===== config.mk =====
export PLATFORM = sky130hd
export DESIGN_NAME = slew_target_requantizer_core_flat
export DESIGN_NICKNAME = d
export VERILOG_FILES = /design/src/slewrq_pkg.sv /design/src/slewrq_if.sv /design/src/slewrq_ram.sv /design/src/slewrq_ctrl.sv /design/src/slewrq_dp.sv /design/src/slew_target_requantizer_core.sv /design/src/flat_wrapper.sv
export SDC_FILE = /design/constraint.sdc
export NUM_CORES = 1
export LEC_CHECK = 0
export BUFFER_PORTS_ARGS = -buffer_cell sky130_fd_sc_hd__buf_2
export CAP_MARGIN = 10
export CORE_AREA = 2 2 205 207
export CTS_BUF_LIST = sky130_fd_sc_hd__clkbuf_16
export DETAILED_ROUTE_END_ITERATION = 10
export DIE_AREA = 0 0 207 209
export HOLD_SLACK_MARGIN = 0.08
export PLACE_DENSITY = 0.72
export SLEW_MARGIN = 20
export SYNTH_ARGS = -nofsm -noshare
export SYNTH_HDL_FRONTEND = slang
export SYNTH_SLANG_ARGS = --single-unit

===== constraint.sdc =====
create_clock -name i_clk -period 6.59 [get_ports i_clk]
set_input_delay 1.318 -clock i_clk [delete_from_list [all_inputs] [get_ports i_clk]]
set_output_delay 1.318 -clock i_clk [all_outputs]
set_load 0.02 [all_outputs]

===== src/slewrq_pkg.sv =====
// Shared types and constants for the slew-target requantizer.
// Holds item payloads, configuration register codes and the controller/datapath link.
package slewrq_pkg;

    localparam int SampleW  = 32;
    localparam int ScaleW   = 48;
    localparam int SonW     = 17;
    localparam int InvW     = 22;
    localparam int DepthW   = 7;
    localparam int CfgIdxW  = 2;
    localparam int CfgDataW = 48;

    localparam logic [ScaleW-1:0] ScaleRst = 48'd549755813888;
    localparam logic [SonW-1:0]   SonRst   = 17'd53019;
    localparam logic [InvW-1:0]   InvRst   = 22'd512;
    localparam logic [DepthW-1:0] DepthRst = 7'd17;

    localparam logic [DepthW-1:0] DepthMin = 7'd3;
    localparam int                DepthCap = 98;

    typedef enum logic [CfgIdxW-1:0] {
        CFG_SCALE     = 2'd0,
        CFG_SONORITY  = 2'd1,
        CFG_INV_SCALE = 2'd2,
        CFG_DEPTH     = 2'd3
    } t_cfg_idx;

    typedef struct packed {
        logic signed [SampleW-1:0] sample_in;
    } t_in_item;

    typedef struct packed {
        logic signed [SampleW-1:0] sample_out;
        logic signed [SampleW-1:0] level_out;
    } t_out_item;

    typedef struct packed {
        logic load;
        logic mul;
        logic sum;
        logic lvl;
        logic gap;
        logic pick;
        logic scale;
        logic out;
    } t_cmd;

    typedef struct packed {
        logic out_free;
    } t_sts;

endpackage


===== src/slewrq_if.sv =====
// Valid/ready channel carrying one item of payload type T.
// No dependencies.
interface slewrq_if #(
    parameter type T = logic
) ();
    logic valid;
    logic ready;
    T     data;

    modport source (output valid, output data, input ready);
    modport sink   (input valid, input data, output ready);
endinterface


===== src/slewrq_ram.sv =====
// Generic simple dual-port RAM: one write port, one registered read port.
// No dependencies.
module slewrq_ram #(
    parameter int W     = 32,
    parameter int DEPTH = 128
) (
    input  logic                     i_clk,
    input  logic                     i_we,
    input  logic [$clog2(DEPTH)-1:0] i_waddr,
    input  logic [W-1:0]             i_wdata,
    input  logic [$clog2(DEPTH)-1:0] i_raddr,
    output logic [W-1:0]             o_rdata
);
    logic [W-1:0] r_mem [DEPTH];
    logic [W-1:0] r_rdata;

    always_ff @(posedge i_clk) begin
        if (i_we) begin
            r_mem[i_waddr] <= i_wdata;
        end
        r_rdata <= r_mem[i_raddr];
    end

    assign o_rdata = r_rdata;
endmodule


===== src/slewrq_ctrl.sv =====
// Sequencing state machine: steps one item through the datapath.
// Depends on slewrq_pkg for the command and status types.
module slewrq_ctrl import slewrq_pkg::*; (
    input  logic i_clk,
    input  logic i_rst_n,
    input  logic i_in_valid,
    output logic o_in_ready,
    input  t_sts i_sts,
    output t_cmd o_cmd
);
    typedef enum logic [7:0] {
        S_IDLE  = 8'b0000_0001,
        S_MUL   = 8'b0000_0010,
        S_SUM   = 8'b0000_0100,
        S_LVL   = 8'b0000_1000,
        S_DIST  = 8'b0001_0000,
        S_PICK  = 8'b0010_0000,
        S_SCALE = 8'b0100_0000,
        S_OUT   = 8'b1000_0000
    } t_state;

    t_state r_state;
    t_state n_state;

    always_comb begin
        n_state = r_state;
        unique case (r_state)
            S_IDLE:  if (i_in_valid) n_state = S_MUL;
            S_MUL:   n_state = S_SUM;
            S_SUM:   n_state = S_LVL;
            S_LVL:   n_state = S_DIST;
            S_DIST:  n_state = S_PICK;
            S_PICK:  n_state = S_SCALE;
            S_SCALE: n_state = S_OUT;
            S_OUT:   if (i_sts.out_free) n_state = S_IDLE;
            default: n_state = S_IDLE;
        endcase
    end

    always_ff @(posedge i_clk) begin
        if (!i_rst_n) begin
            r_state <= S_IDLE;
        end else begin
            r_state <= n_state;
        end
    end

    assign o_in_ready = (r_state == S_IDLE);

    always_comb begin
        o_cmd       = '0;
        o_cmd.load  = (r_state == S_IDLE) && i_in_valid;
        o_cmd.mul   = (r_state == S_MUL);
        o_cmd.sum   = (r_state == S_SUM);
        o_cmd.lvl   = (r_state == S_LVL);
        o_cmd.gap   = (r_state == S_DIST);
        o_cmd.pick  = (r_state == S_PICK);
        o_cmd.scale = (r_state == S_SCALE);
        o_cmd.out   = (r_state == S_OUT) && i_sts.out_free;
    end
endmodule


===== src/slewrq_dp.sv =====
// Arithmetic, level history and output register of the requantizer.
// Depends on slewrq_pkg and slewrq_ram.
module slewrq_dp import slewrq_pkg::*; #(
    parameter int HISTORY_LEN = 128
) (
    input  logic                      i_clk,
    input  logic                      i_rst_n,
    input  t_cmd                      i_cmd,
    output t_sts                      o_sts,
    input  logic signed [SampleW-1:0] i_sample,
    input  logic [ScaleW-1:0]         i_scale,
    input  logic [SonW-1:0]           i_son,
    input  logic [InvW-1:0]           i_inv,
    input  logic [DepthW-1:0]         i_depth,
    output logic                      o_out_valid,
    input  logic                      i_out_ready,
    output t_out_item                 o_out_item
);
    localparam int AW   = $clog2(HISTORY_LEN);
    localparam int BW   = AW + 1;
    localparam int DMax = (DepthCap < HISTORY_LEN - 1) ? DepthCap : HISTORY_LEN - 1;
    localparam logic [DepthW-1:0] DepthMax = DepthW'(DMax);
    localparam logic [BW-1:0]     HistLen  = BW'(HISTORY_LEN);
    localparam logic [AW-1:0]     LastIdx  = AW'(HISTORY_LEN - 1);

    function automatic logic signed [31:0] sat_lvl(input logic signed [33:0] v);
        logic signed [31:0] res;
        if (v > 34'sd2147483647) begin
            res = 32'sh7FFF_FFFF;
        end else if (v < -34'sd2147483648) begin
            res = 32'sh8000_0000;
        end else begin
            res = v[31:0];
        end
        return res;
    endfunction

    function automatic logic signed [31:0] sat_prod(input logic signed [54:0] v);
        logic signed [31:0] res;
        if (v > 55'sd2147483647) begin
            res = 32'sh7FFF_FFFF;
        end else if (v < -55'sd2147483648) begin
            res = 32'sh8000_0000;
        end else begin
            res = v[31:0];
        end
        return res;
    endfunction

    function automatic logic [56:0] slew_dist(input logic signed [31:0] past,
                                              input logic signed [31:0] cand,
                                              input logic [24:0]        clamp);
        logic signed [32:0] slew;
        logic [32:0]        mag;
        logic [56:0]        a;
        logic [56:0]        c;
        slew = 33'(past) - 33'(cand);
        mag  = slew[32] ? 33'(-slew) : 33'(slew);
        a    = {mag, 24'd0};
        c    = 57'(clamp);
        return (a >= c) ? (a - c) : (c - a);
    endfunction

    logic                      r_neg;
    logic [31:0]               r_mag;
    logic [55:0]               r_p;
    logic [55:0]               r_q;
    logic [55:0]               r_t;
    logic                      r_fracnz;
    logic signed [31:0]        r_past;
    logic signed [31:0]        r_qa;
    logic signed [31:0]        r_qb;
    logic [24:0]               r_clamp;
    logic [56:0]               r_da;
    logic [56:0]               r_db;
    logic signed [31:0]        r_chosen;
    logic signed [54:0]        r_prod;
    logic [AW-1:0]             r_wp;
    logic [HISTORY_LEN-1:0]    r_vld;
    logic                      r_rd_vld;
    logic                      r_out_vld;
    t_out_item                 r_out;

    logic [DepthW-1:0]         depth_sat;
    logic [BW-1:0]             back;
    logic [BW-1:0]             wp_ext;
    logic [AW-1:0]             rd_idx;
    logic [31:0]               rd_data;
    logic [31:0]               mag_in;
    logic [55:0]               t_sum;
    logic [31:0]               ip;
    logic signed [33:0]        lo;
    logic [24:0]               son24;
    logic signed [31:0]        n_chosen;
    logic signed [54:0]        prod;

    always_comb begin
        if (i_depth < DepthMin) begin
            depth_sat = DepthMin;
        end else if (i_depth > DepthMax) begin
            depth_sat = DepthMax;
        end else begin
            depth_sat = i_depth;
        end
        back   = BW'(depth_sat) + BW'(1);
        wp_ext = BW'(r_wp);
        if (wp_ext >= back) begin
            rd_idx = AW'(wp_ext - back);
        end else begin
            rd_idx = AW'(wp_ext + (HistLen - back));
        end
    end

    slewrq_ram #(
        .W     (32),
        .DEPTH (HISTORY_LEN)
    ) u_hist (
        .i_clk   (i_clk),
        .i_we    (i_cmd.pick),
        .i_waddr (r_wp),
        .i_wdata (n_chosen),
        .i_raddr (rd_idx),
        .o_rdata (rd_data)
    );

    assign mag_in   = i_sample[31] ? (~i_sample + 32'd1) : i_sample;
    assign t_sum    = r_p + 56'(r_q[55:24]);
    assign ip       = r_t[55:24];
    assign lo       = r_neg ? (-$signed({2'b00, ip}) - $signed({33'd0, r_fracnz}))
                            : $signed({2'b00, ip});
    assign son24    = {i_son, 8'd0};
    assign n_chosen = (r_da < r_db) ? r_qa : r_qb;
    assign prod     = r_chosen * $signed({1'b0, i_inv});

    always_ff @(posedge i_clk) begin
        r_rd_vld <= r_vld[rd_idx];
        if (i_cmd.load) begin
            r_neg <= i_sample[31];
            r_mag <= mag_in;
        end
        if (i_cmd.mul) begin
            r_p    <= r_mag * i_scale[47:24];
            r_q    <= r_mag * i_scale[23:0];
            r_past <= r_rd_vld ? $signed(rd_data) : 32'sd0;
        end
        if (i_cmd.sum) begin
            r_t      <= t_sum;
            r_fracnz <= (|t_sum[23:0]) || (|r_q[23:0]);
        end
        if (i_cmd.lvl) begin
            r_qa    <= sat_lvl(lo);
            r_qb    <= sat_lvl(lo + 34'sd1);
            r_clamp <= (r_t < 56'(son24)) ? r_t[24:0] : son24;
        end
        if (i_cmd.gap) begin
            r_da <= slew_dist(r_past, r_qa, r_clamp);
            r_db <= slew_dist(r_past, r_qb, r_clamp);
        end
        if (i_cmd.pick) begin
            r_chosen <= n_chosen;
        end
        if (i_cmd.scale) begin
            r_prod <= prod;
        end
        if (i_cmd.out) begin
            r_out.sample_out <= sat_prod(r_prod);
            r_out.level_out  <= r_chosen;
        end
    end

    always_ff @(posedge i_clk) begin
        if (!i_rst_n) begin
            r_wp      <= '0;
            r_vld     <= '0;
            r_out_vld <= 1'b0;
        end else begin
            if (i_cmd.pick) begin
                r_vld[r_wp] <= 1'b1;
                r_wp        <= (r_wp == LastIdx) ? '0 : r_wp + AW'(1);
            end
            if (i_cmd.out) begin
                r_out_vld <= 1'b1;
            end else if (i_out_ready) begin
                r_out_vld <= 1'b0;
            end
        end
    end

    assign o_sts.out_free = !r_out_vld || i_out_ready;
    assign o_out_valid    = r_out_vld;
    assign o_out_item     = r_out;
endmodule


===== src/slew_target_requantizer_core.sv =====
// Top level of the slew-target requantizer: configuration registers and wiring.
// Depends on slewrq_pkg, slewrq_if, slewrq_ctrl and slewrq_dp.

// Each accepted sample is scaled by scale_factor, split into the floor level and the
// level above it, and the level whose slew against the level history_depth+1 items back
// lies closest to min(|scaled sample|, sonority) is kept (ties keep the upper level).
// One item at a time: the result is loaded into the output register at the end of the
// controller's step sequence (multiply, add, level/clamp, slew distance, pick with
// history write, output scaling, output load), which waits while the output register
// still holds an untaken item; only then does the input take a new item. The history
// reads as zero after reset with no clearing pass; registers must be written only while
// the block is idle, which the block itself does not enforce.
module slew_target_requantizer_core import slewrq_pkg::*; #(
    parameter int HISTORY_LEN = 128
) (
    input  logic                i_clk,
    input  logic                i_rst_n,
    input  logic                i_cfg_we,
    input  logic [CfgIdxW-1:0]  i_cfg_idx,
    input  logic [CfgDataW-1:0] i_cfg_data,
    slewrq_if.sink              i_sample,
    slewrq_if.source            o_result
);
    logic [ScaleW-1:0] r_scale;
    logic [SonW-1:0]   r_son;
    logic [InvW-1:0]   r_inv;
    logic [DepthW-1:0] r_depth;

    t_cmd      s_cmd;
    t_sts      s_sts;
    t_in_item  s_in;
    t_out_item s_out;

    always_ff @(posedge i_clk) begin
        if (!i_rst_n) begin
            r_scale <= ScaleRst;
            r_son   <= SonRst;
            r_inv   <= InvRst;
            r_depth <= DepthRst;
        end else if (i_cfg_we) begin
            unique case (i_cfg_idx)
                CFG_SCALE:     r_scale <= i_cfg_data[ScaleW-1:0];
                CFG_SONORITY:  r_son   <= i_cfg_data[SonW-1:0];
                CFG_INV_SCALE: r_inv   <= i_cfg_data[InvW-1:0];
                CFG_DEPTH:     r_depth <= i_cfg_data[DepthW-1:0];
                default:       r_depth <= r_depth;
            endcase
        end
    end

    assign s_in = i_sample.data;

    slewrq_ctrl u_ctrl (
        .i_clk      (i_clk),
        .i_rst_n    (i_rst_n),
        .i_in_valid (i_sample.valid),
        .o_in_ready (i_sample.ready),
        .i_sts      (s_sts),
        .o_cmd      (s_cmd)
    );

    slewrq_dp #(
        .HISTORY_LEN (HISTORY_LEN)
    ) u_dp (
        .i_clk       (i_clk),
        .i_rst_n     (i_rst_n),
        .i_cmd       (s_cmd),
        .o_sts       (s_sts),
        .i_sample    (s_in.sample_in),
        .i_scale     (r_scale),
        .i_son       (r_son),
        .i_inv       (r_inv),
        .i_depth     (r_depth),
        .o_out_valid (o_result.valid),
        .i_out_ready (o_result.ready),
        .o_out_item  (s_out)
    );

    assign o_result.data = s_out;

`ifndef ASSERT_OFF
    a_one_cmd: assert property (@(posedge i_clk) disable iff (!i_rst_n)
        $onehot0(s_cmd))
        else $error("more than one datapath command in a cycle");

    a_busy_after_accept: assert property (@(posedge i_clk) disable iff (!i_rst_n)
        i_sample.valid && i_sample.ready |=> !i_sample.ready)
        else $error("item accepted while previous item in flight");

    a_out_load_free: assert property (@(posedge i_clk) disable iff (!i_rst_n)
        s_cmd.out |-> (!o_result.valid || o_result.ready))
        else $error("output register overwritten before its item was taken");

    a_pick_order: assert property (@(posedge i_clk) disable iff (!i_rst_n)
        s_cmd.pick |-> $past(s_cmd.gap))
        else $error("level picked without distance step");
`endif
endmodule

===== src/flat_wrapper.sv =====
// flat-port wrapper written by rule: the top's interface ports become plain ports
module slew_target_requantizer_core_flat import slewrq_pkg::*;
#(
    parameter int HISTORY_LEN = 128
)
  (i_clk, i_rst_n, i_cfg_we, i_cfg_idx, i_cfg_data, i_sample_valid, i_sample_data, i_sample_ready, o_result_valid, o_result_data, o_result_ready);
  slewrq_if i_sample_i ();
  slewrq_if o_result_i ();
  input  logic i_clk;
  input  logic i_rst_n;
  input  logic i_cfg_we;
  input  logic [CfgIdxW-1:0] i_cfg_idx;
  input  logic [CfgDataW-1:0] i_cfg_data;
  input wire logic [$bits(i_sample_i.valid)-1:0] i_sample_valid;
  input wire logic [$bits(i_sample_i.data)-1:0] i_sample_data;
  output wire logic [$bits(i_sample_i.ready)-1:0] i_sample_ready;
  output wire logic [$bits(o_result_i.valid)-1:0] o_result_valid;
  output wire logic [$bits(o_result_i.data)-1:0] o_result_data;
  input wire logic [$bits(o_result_i.ready)-1:0] o_result_ready;
  assign i_sample_i.valid = i_sample_valid;
  assign i_sample_i.data = i_sample_data;
  assign i_sample_ready = i_sample_i.ready;
  assign o_result_valid = o_result_i.valid;
  assign o_result_data = o_result_i.data;
  assign o_result_i.ready = o_result_ready;
  slew_target_requantizer_core #(.HISTORY_LEN(HISTORY_LEN)) u_core (.i_clk(i_clk), .i_rst_n(i_rst_n), .i_cfg_we(i_cfg_we), .i_cfg_idx(i_cfg_idx), .i_cfg_data(i_cfg_data), .i_sample(i_sample_i), .o_result(o_result_i));
endmodule

==> out/summary.txt, run 1 <==
Outcome: finished clean
Top cell type's share of synthesized area: 40.45%
Endpoint type of the worst setup path: flop
Worst hold path class: flop to flop
Crit-path max FO: 25
# port buffers: 51
# H-tree levels: 2
Post-DR wirelength/cell: 18.81 um
WHS: 0.4130 ns
Starting Density: 54.12%
Clock latency on the worst-skew pair: 0.61 ns
Post-Syn Instances: 1860
Top cells by area, synth: edfxtp_1 (40%), dfxtp_1 (17%), mux4_2 (8.1%)
Detail Route Antenna Nets: 0
Actual slew at the worst max-slew pin: 1.028 ns
PD cells: 259.3 nW/um^2
CTS Buffer Depth: 3
DP Cell Count: 2348
Most frequent cells after synthesis: edfxtp_1 (301), dfxtp_1 (194), nand2_1 (183), nor2_1 (171), o21a_1 (141)
I/O Pins: 59
Top cell by count, worst path: nand2_1
Met2 WL: 22760 um
Final hold violation count: 0
Final core utilization: 59.52%
Sequential cell area: 12920 um^2
Non-filler cells, final: 2448
Fmax: 0.2215 GHz
Area growth, synth to finish: 9.984%
Die area: 43260 um^2
Rel. slew slack: 31.48%
Worst setup SP type: flop
Yosys warning count: 0
Post-Syn Area: 22340 um^2
TritonCTS clock tree: built
Fin crit period: 4.515 ns
Final setup violation count: 0
Max VDD drop: 250.6 uV
CTS Hold Bufs: 0
Slowest-stage cell, CP: fa_2
Root Buffer: clkbuf_16
Placer Congestion: 0.8105
Via count: 14161
Vias per Instance: 5.785
Most frequent cell after synthesis: edfxtp_1
Clock slew at reported path FFs: 0.06 ns
Sequential fraction of the synthesis area: 57.83%
Global-route wire length before repair: 75500 um
Fin crit share: 68.51%
Synth cell types: 58
Synth area leader: edfxtp_1
WL met1: 20290 um
WS Path Type: flop to flop
# rows: 75
Fill count: 3286
Met3 WL: 2272 um
Vias in the first global route: 14364
Arr. time, crit path: 5.01 ns
Pre-CTS setup slack: 2.040 ns
Drt total wl: 46050 um
Sink Count: 495
CTS Buf Count: 52
Post-Syn Nets: 1994
DRT Pass-1 Iters: 5
GRT Util Overall: 21.72%
Post-DP HPWL: 29730 um
GRT overflow: 0
Register bit count reported by yosys: 495
Final worst setup slack: 2.075 ns
Post-synth EDFFs: 301
Post-Syn Area per Cell: 12.01 um^2
Max-cap violations: 0
Post-route setup TNS: 0 ns
Ys async rst share: 0%
Slowest stage delay, CP: 1.05 ns
Leakage: 8.768 nW
Footprint of the multi-input gates: 8706 um^2
Crit-path cells: and2_1 > or4_1 > nand2_1 > nand2_1 > nand2_1 > o21ai_0 > inv_1 > ha_1 > fa_2 > buf_4 > mux4_2 > mux4_2 > nand2_1 > nand3_1 > and4_1
Max Used Layer: met4
Die Height: 209 um
Layout cells sized above 1: 12.58%
Top FF cell, synth: edfxtp_1
Fin Clk Skew: 0.03078 ns
Residual DRC count: 0
Max-slew violations: 0
Die width: 207 um
DR iter-0 viols: 1094
Req. time, crit path: 7.09 ns
RSZ-0062 raised after global routing: no
Pin count of the biggest net entering global routing: 120
Initial antenna violation count: 0
Core area: 41290 um^2
Post-CTS Setup Inserts: 0
Final #Nets: 1998
Resized Gates After CTS: 0
## power by group
part / internal [W] / switching [W]
Combinational: 0.000161 / 0.000221
Clock: 0.00150 / 0.00119
Sequential: 0.00328 / 0.0000172
Total: 0.00494 / 0.00143
## cells by family after synthesis
family          after synthesis  share of synthesized area [%]
simple gates                627                          13.74
flops                       495                          57.83
compound gates              325                          10.22
buf+inv                     196                          3.371
mux                          82                          8.159
fa+ha+maj                    78                          4.469
xor+xnor                     56                          2.195
other cells                   1                        0.01678
## final timing paths
path | start | end | slack, ns | depth (start not counted)
worst max-delay path | u_core.r_depth[0]$_SDFFE_PN1P_ | u_core.u_dp.u_hist.o_rdata[0]$_DFF_P_ | 2.07 | 15
worst min-delay path | u_core.u_dp.r_p[1]$_DFFE_PP_ | u_core.u_dp.r_t[1]$_DFFE_PP_ | 0.41 | 0
worst max register to register | u_core.r_depth[0]$_SDFFE_PN1P_ | u_core.u_dp.u_hist.o_rdata[0]$_DFF_P_ | 2.07 | 15
worst min register to register | u_core.u_dp.r_p[1]$_DFFE_PP_ | u_core.u_dp.r_t[1]$_DFFE_PP_ | 0.41 | 0
## cells in the final DEF, fill, tap and decap left out, types with 5 or more instances in the layout
cell       synthesis  layout
ha_1              75      74
nand3_1           68      68
or4_1             20      20
clkinv_2           0       8
a21boi_0          38      38
dfxtp_1          194     194
inv_1             77      94
nor3_1            19      19
xor2_1             6       6
nand4_1           20      20
and2_1            34      34
clkbuf_16          0      53
o211ai_1          30      30
nor2_1           171     171
o21ai_0           39      38
nor4b_1           24      24
a21o_1            27      27
or2_2              8       8
buf_4              0      16
nand2b_1          24      24
or3_1             13      13
a21oi_1           33      32
edfxtp_1         301     301
nand3b_1           5       5
xnor2_1           50      49
o21a_1           141     141
buf_2              7      50
mux4_2            80      80
clkinv_1           0      12
nand2_1          183     183
nor2b_1           12      12
## through the flow
step	cell area, um^2	power, W
2_1_floorplan	22340	0.003636
3_3_place_gp	22970	0.003741
3_5_place_dp	22970	0.003748
4_1_cts	24550	0.006426
5_1_grt	24570	0.006585
6_report	24570	0.006372
## worst max-delay path, delay by kind of cell, from the launching register on
| kind | cells | cell delay [ns] |
|---|---|---|
| fa+ha+maj | 2 | 1.31 |
| mux | 2 | 0.87 |
| buf+inv | 2 | 0.56 |
| simple gates | 8 | 1.19 |
| flops | 1 | 0.33 |
| compound gates | 1 | 0.15 |
## layer usage
metal / GRT usage [%] / vias up
met2: 36.75 / 322
met3: 3.652 / 55
met5: 0 / -
met1: 29.37 / 7009
met4: 5.419 / 0
li1: - / 6775
## flip-flops by register name (all words and copies together) (netlist names), 8 cells and up
| register | cells |
|---|---|
| u_core.u_dp.r_da | 48 |
| u_core.u_dp.r_vld | 128 |
| u_core.u_dp.u_hist.r_mem | 128 |
| u_core.u_ctrl.r_state | 8 |
| u_core.u_dp.r_t | 24 |
| u_core.u_dp.r_clamp | 25 |
| u_core.r_scale | 24 |
| u_core.r_son | 17 |
| u_core.u_dp.r_db | 48 |
| u_core.u_dp.r_p | 24 |
## cell type report
cell class	count	share of cell area (%)
clock buffers	53	5.397
clock inverters	45	1.013
flip-flops and latches	495	52.58
diodes	1	0.01018
inverters	77	1.181
repair buffers	69	1.645
well taps	539	2.744
multi-input cells	1169	35.43
Note: power is estimated with default switching activity, not from simulation.
==> run 2, diff against run 1 <==
--- a/config.mk
+++ b/config.mk
@@ -12,7 +12,7 @@
 export DETAILED_ROUTE_END_ITERATION = 10
 export DIE_AREA = 0 0 207 209
 export HOLD_SLACK_MARGIN = 0.08
-export PLACE_DENSITY = 0.72
+export PLACE_DENSITY = 0.75
 export SLEW_MARGIN = 20
 export SYNTH_ARGS = -nofsm -noshare
 export SYNTH_HDL_FRONTEND = slang
==> constraint.sdc (replaced) <==
create_clock -name i_clk -period 4.07 [get_ports i_clk]
set_input_delay 0.814 -clock i_clk [delete_from_list [all_inputs] [get_ports i_clk]]
set_output_delay 0.814 -clock i_clk [all_outputs]
set_load 0.02 [all_outputs]
==> out/summary.txt, run 2 (same netlist as run 1, synthesis figures left out) <==
Residual DRC count: 0
CTS Buffer Depth: 3
Crit-path max FO: 8
GRT overflow: 0
Reg2Reg Setup Slack: -0.12 ns
Fin Clk Skew: 0.02629 ns
Final hold violation count: 0
Fin crit period: 4.190 ns
Reg2Reg Depth: 20
Layout cells sized above 1: 14.46%
RR Startpoint: u_core.r_depth[1]$_SDFFE_PN0P_
# H-tree levels: 2
Drt total wl: 47600 um
Die Height: 209 um
DR iter-0 viols: 936
Fmax: 0.2387 GHz
Max VDD drop: 432.8 uV
Commonest cells after routing, fill and taps aside: edfxtp_1 (301), dfxtp_1 (193), nand2_1 (179), nor2_1 (171), o21a_1 (141)
Placer Congestion: 0.8505
Sink Count: 495
DRT Pass-1 Iters: 5
WS Path Type: flop to flop
Post-DR wirelength/cell: 19.28 um
Final #Nets: 2025
Leakage: 8.930 nW
Req. time, crit path: 4.55 ns
TritonCTS clock tree: built
Pin count of the biggest net entering global routing: 130
CTS Hold Bufs: 0
Clock latency on the worst-skew pair: 0.58 ns
GRT Util Overall: 22.21%
Antenna cell count: 0
WHS: 0.4156 ns
Final core utilization: 60.45%
Die width: 207 um
CP endpoint: u_core.u_dp.r_rd_vld$_DFF_P_
Max-cap violations: 0
WHS Path Cells: 0
Clock slew at reported path FFs: 0.06 ns
Initial antenna violation count: 0
# port buffers: 51
# rows: 75
I/O Pins: 59
Die area: 43260 um^2
Area growth, synth to finish: 11.71%
Starting Density: 54.12%
Vias in the first global route: 14846
Commonest non-fill, non-tap cell in the layout: edfxtp_1
Rel. slew slack: 27.47%
Endpoint type of the worst setup path: flop
Detail Route Antenna Nets: 0
Actual slew at the worst max-slew pin: 1.085 ns
Worst setup SP type: flop
Worst hold path class: flop to flop
CTS Buf Count: 50
Biggest registers after layout: u_core.u_dp.r_vld: 128 flops, u_core.u_dp.u_hist.r_mem: 128 flops
RR Endpoint: u_core.u_dp.r_rd_vld$_DFF_P_
Core area: 41290 um^2
Vias per Instance: 5.897
Outcome: complete, but fails checks
Crit path launch: u_core.r_depth[1]$_SDFFE_PN0P_
RSZ-0062 raised after global routing: yes
Post-DP HPWL: 30480 um
Fin crit share: 102.9%
Global-route wire length before repair: 76950 um
Root Buffer: clkbuf_16
Arr. time, crit path: 4.67 ns
PD cells: 416.9 nW/um^2
Via count: 14559
Violated checks: setup timing
Final worst setup slack: -0.1197 ns
Max-slew violations: 0
Final setup violation count: 2
[run 2: changes by cell type in the layout (fill, tap and decap cells not counted), sizes merged]
cell,delta
buf,+29
inv,-8
bufinv,+3
clkbuf,-2
clkinv,+2
clkinvlp,-2
diode,-1
[run 2: layout make-up]
| class | count | area, um^2 |
|---|---|---|
| Clock buffer | 51 | 1276 |
| Clock inverter | 40 | 282.8 |
| Fill cell | 3171 | 16330 |
| Inverter | 77 | 290.3 |
| Multi-Input combinational cell | 1169 | 8772 |
| Sequential cell | 495 | 12920 |
| Tap cell | 539 | 674.4 |
| Timing Repair Buffer | 98 | 742.0 |
[run 2: timing repair]
action | CTS | global route
setup buffers | 5 | 1
gates cloned | 1 | 0
pin swaps | 10 | 5
endpoints found under the setup margin | 2 | 2
resized for setup | 14 | 10
[run 2: how the worst min path moves through the flow]
| stage | start | endpoint | slack (ns) |
|---|---|---|---|
| 6_report | u_core.u_dp.r_p[22]$_DFFE_PP_ | u_core.u_dp.r_t[22]$_DFFE_PP_ | 0.42 |
| 5_1_grt | i_sample_data | u_core.u_dp.r_mag[0]$_DFFE_PP_ | 0.41 |
| 4_1_cts | i_sample_data | u_core.u_dp.r_mag[0]$_DFFE_PP_ | 0.40 |
| 3_5_place_dp | u_core.u_dp.r_p[21]$_DFFE_PP_ | u_core.u_dp.r_t[21]$_DFFE_PP_ | 0.40 |
| 3_3_place_gp | u_core.u_dp.r_p[13]$_DFFE_PP_ | u_core.u_dp.r_t[13]$_DFFE_PP_ | 0.40 |
| 2_1_floorplan | u_core.u_dp.r_chosen[0]$_DFFE_PP_ | u_core.u_dp.o_out_item[0]$_DFFE_PP_ | 0.40 |
[run 2: through the flow]
stage	cells	area, um^2	worst slack [ns]	setup TNS (ns)	total power [W]
2_1_floorplan	1860	22360	-1.491	-192.33	0.005889
3_3_place_gp	2372	23270	0.0006630	0	0.006090
3_5_place_dp	2372	23270	-0.06745	-0.1002	0.006111
4_1_cts	2469	24940	-0.08731	-0.1300	0.01047
5_1_grt	2469	24960	-0.2739	-0.5403	0.01071
6_report	2469	24960	-0.1197	-0.2364	0.01041
[run 2: routing by layer]
layer / global-route usage [%] / up-vias / wire length [um]
li1: - / 6835 / -
met1: 29.06 / 7173 / 19960
met2: 37.74 / 447 / 23440
met3: 3.186 / 104 / 2795
met4: 8.498 / 0 / 1403
met5: 0 / - / 0
[run 2: power breakdown]
group          total, W  switching, W  leakage (nW)  internal [W]
sequential      0.00535     0.0000302          4.32       0.00532
clock           0.00438       0.00187         0.808       0.00251
combinational  0.000681      0.000376          3.80      0.000305
total            0.0104       0.00227          8.93       0.00813
[run 2: worst max-delay path, stage by stage, from the launching register on]
cell      delay [ns]
dfxtp_2         0.32
and2_4          0.15
or4_4           0.44
nand2_4         0.09
buf_6           0.09
nand2_1         0.04
o21ai_1         0.10
nand2b_1        0.08
ha_2            0.19
buf_6           0.13
xor2_2          0.16
ha_1            0.33
and3b_2         0.24
o211a_1         0.24
a211oi_4        0.30
buf_12          0.21
buf_6           0.11
mux4_2          0.51
nand2_2         0.09
nand3_2         0.08
and4_1          0.20
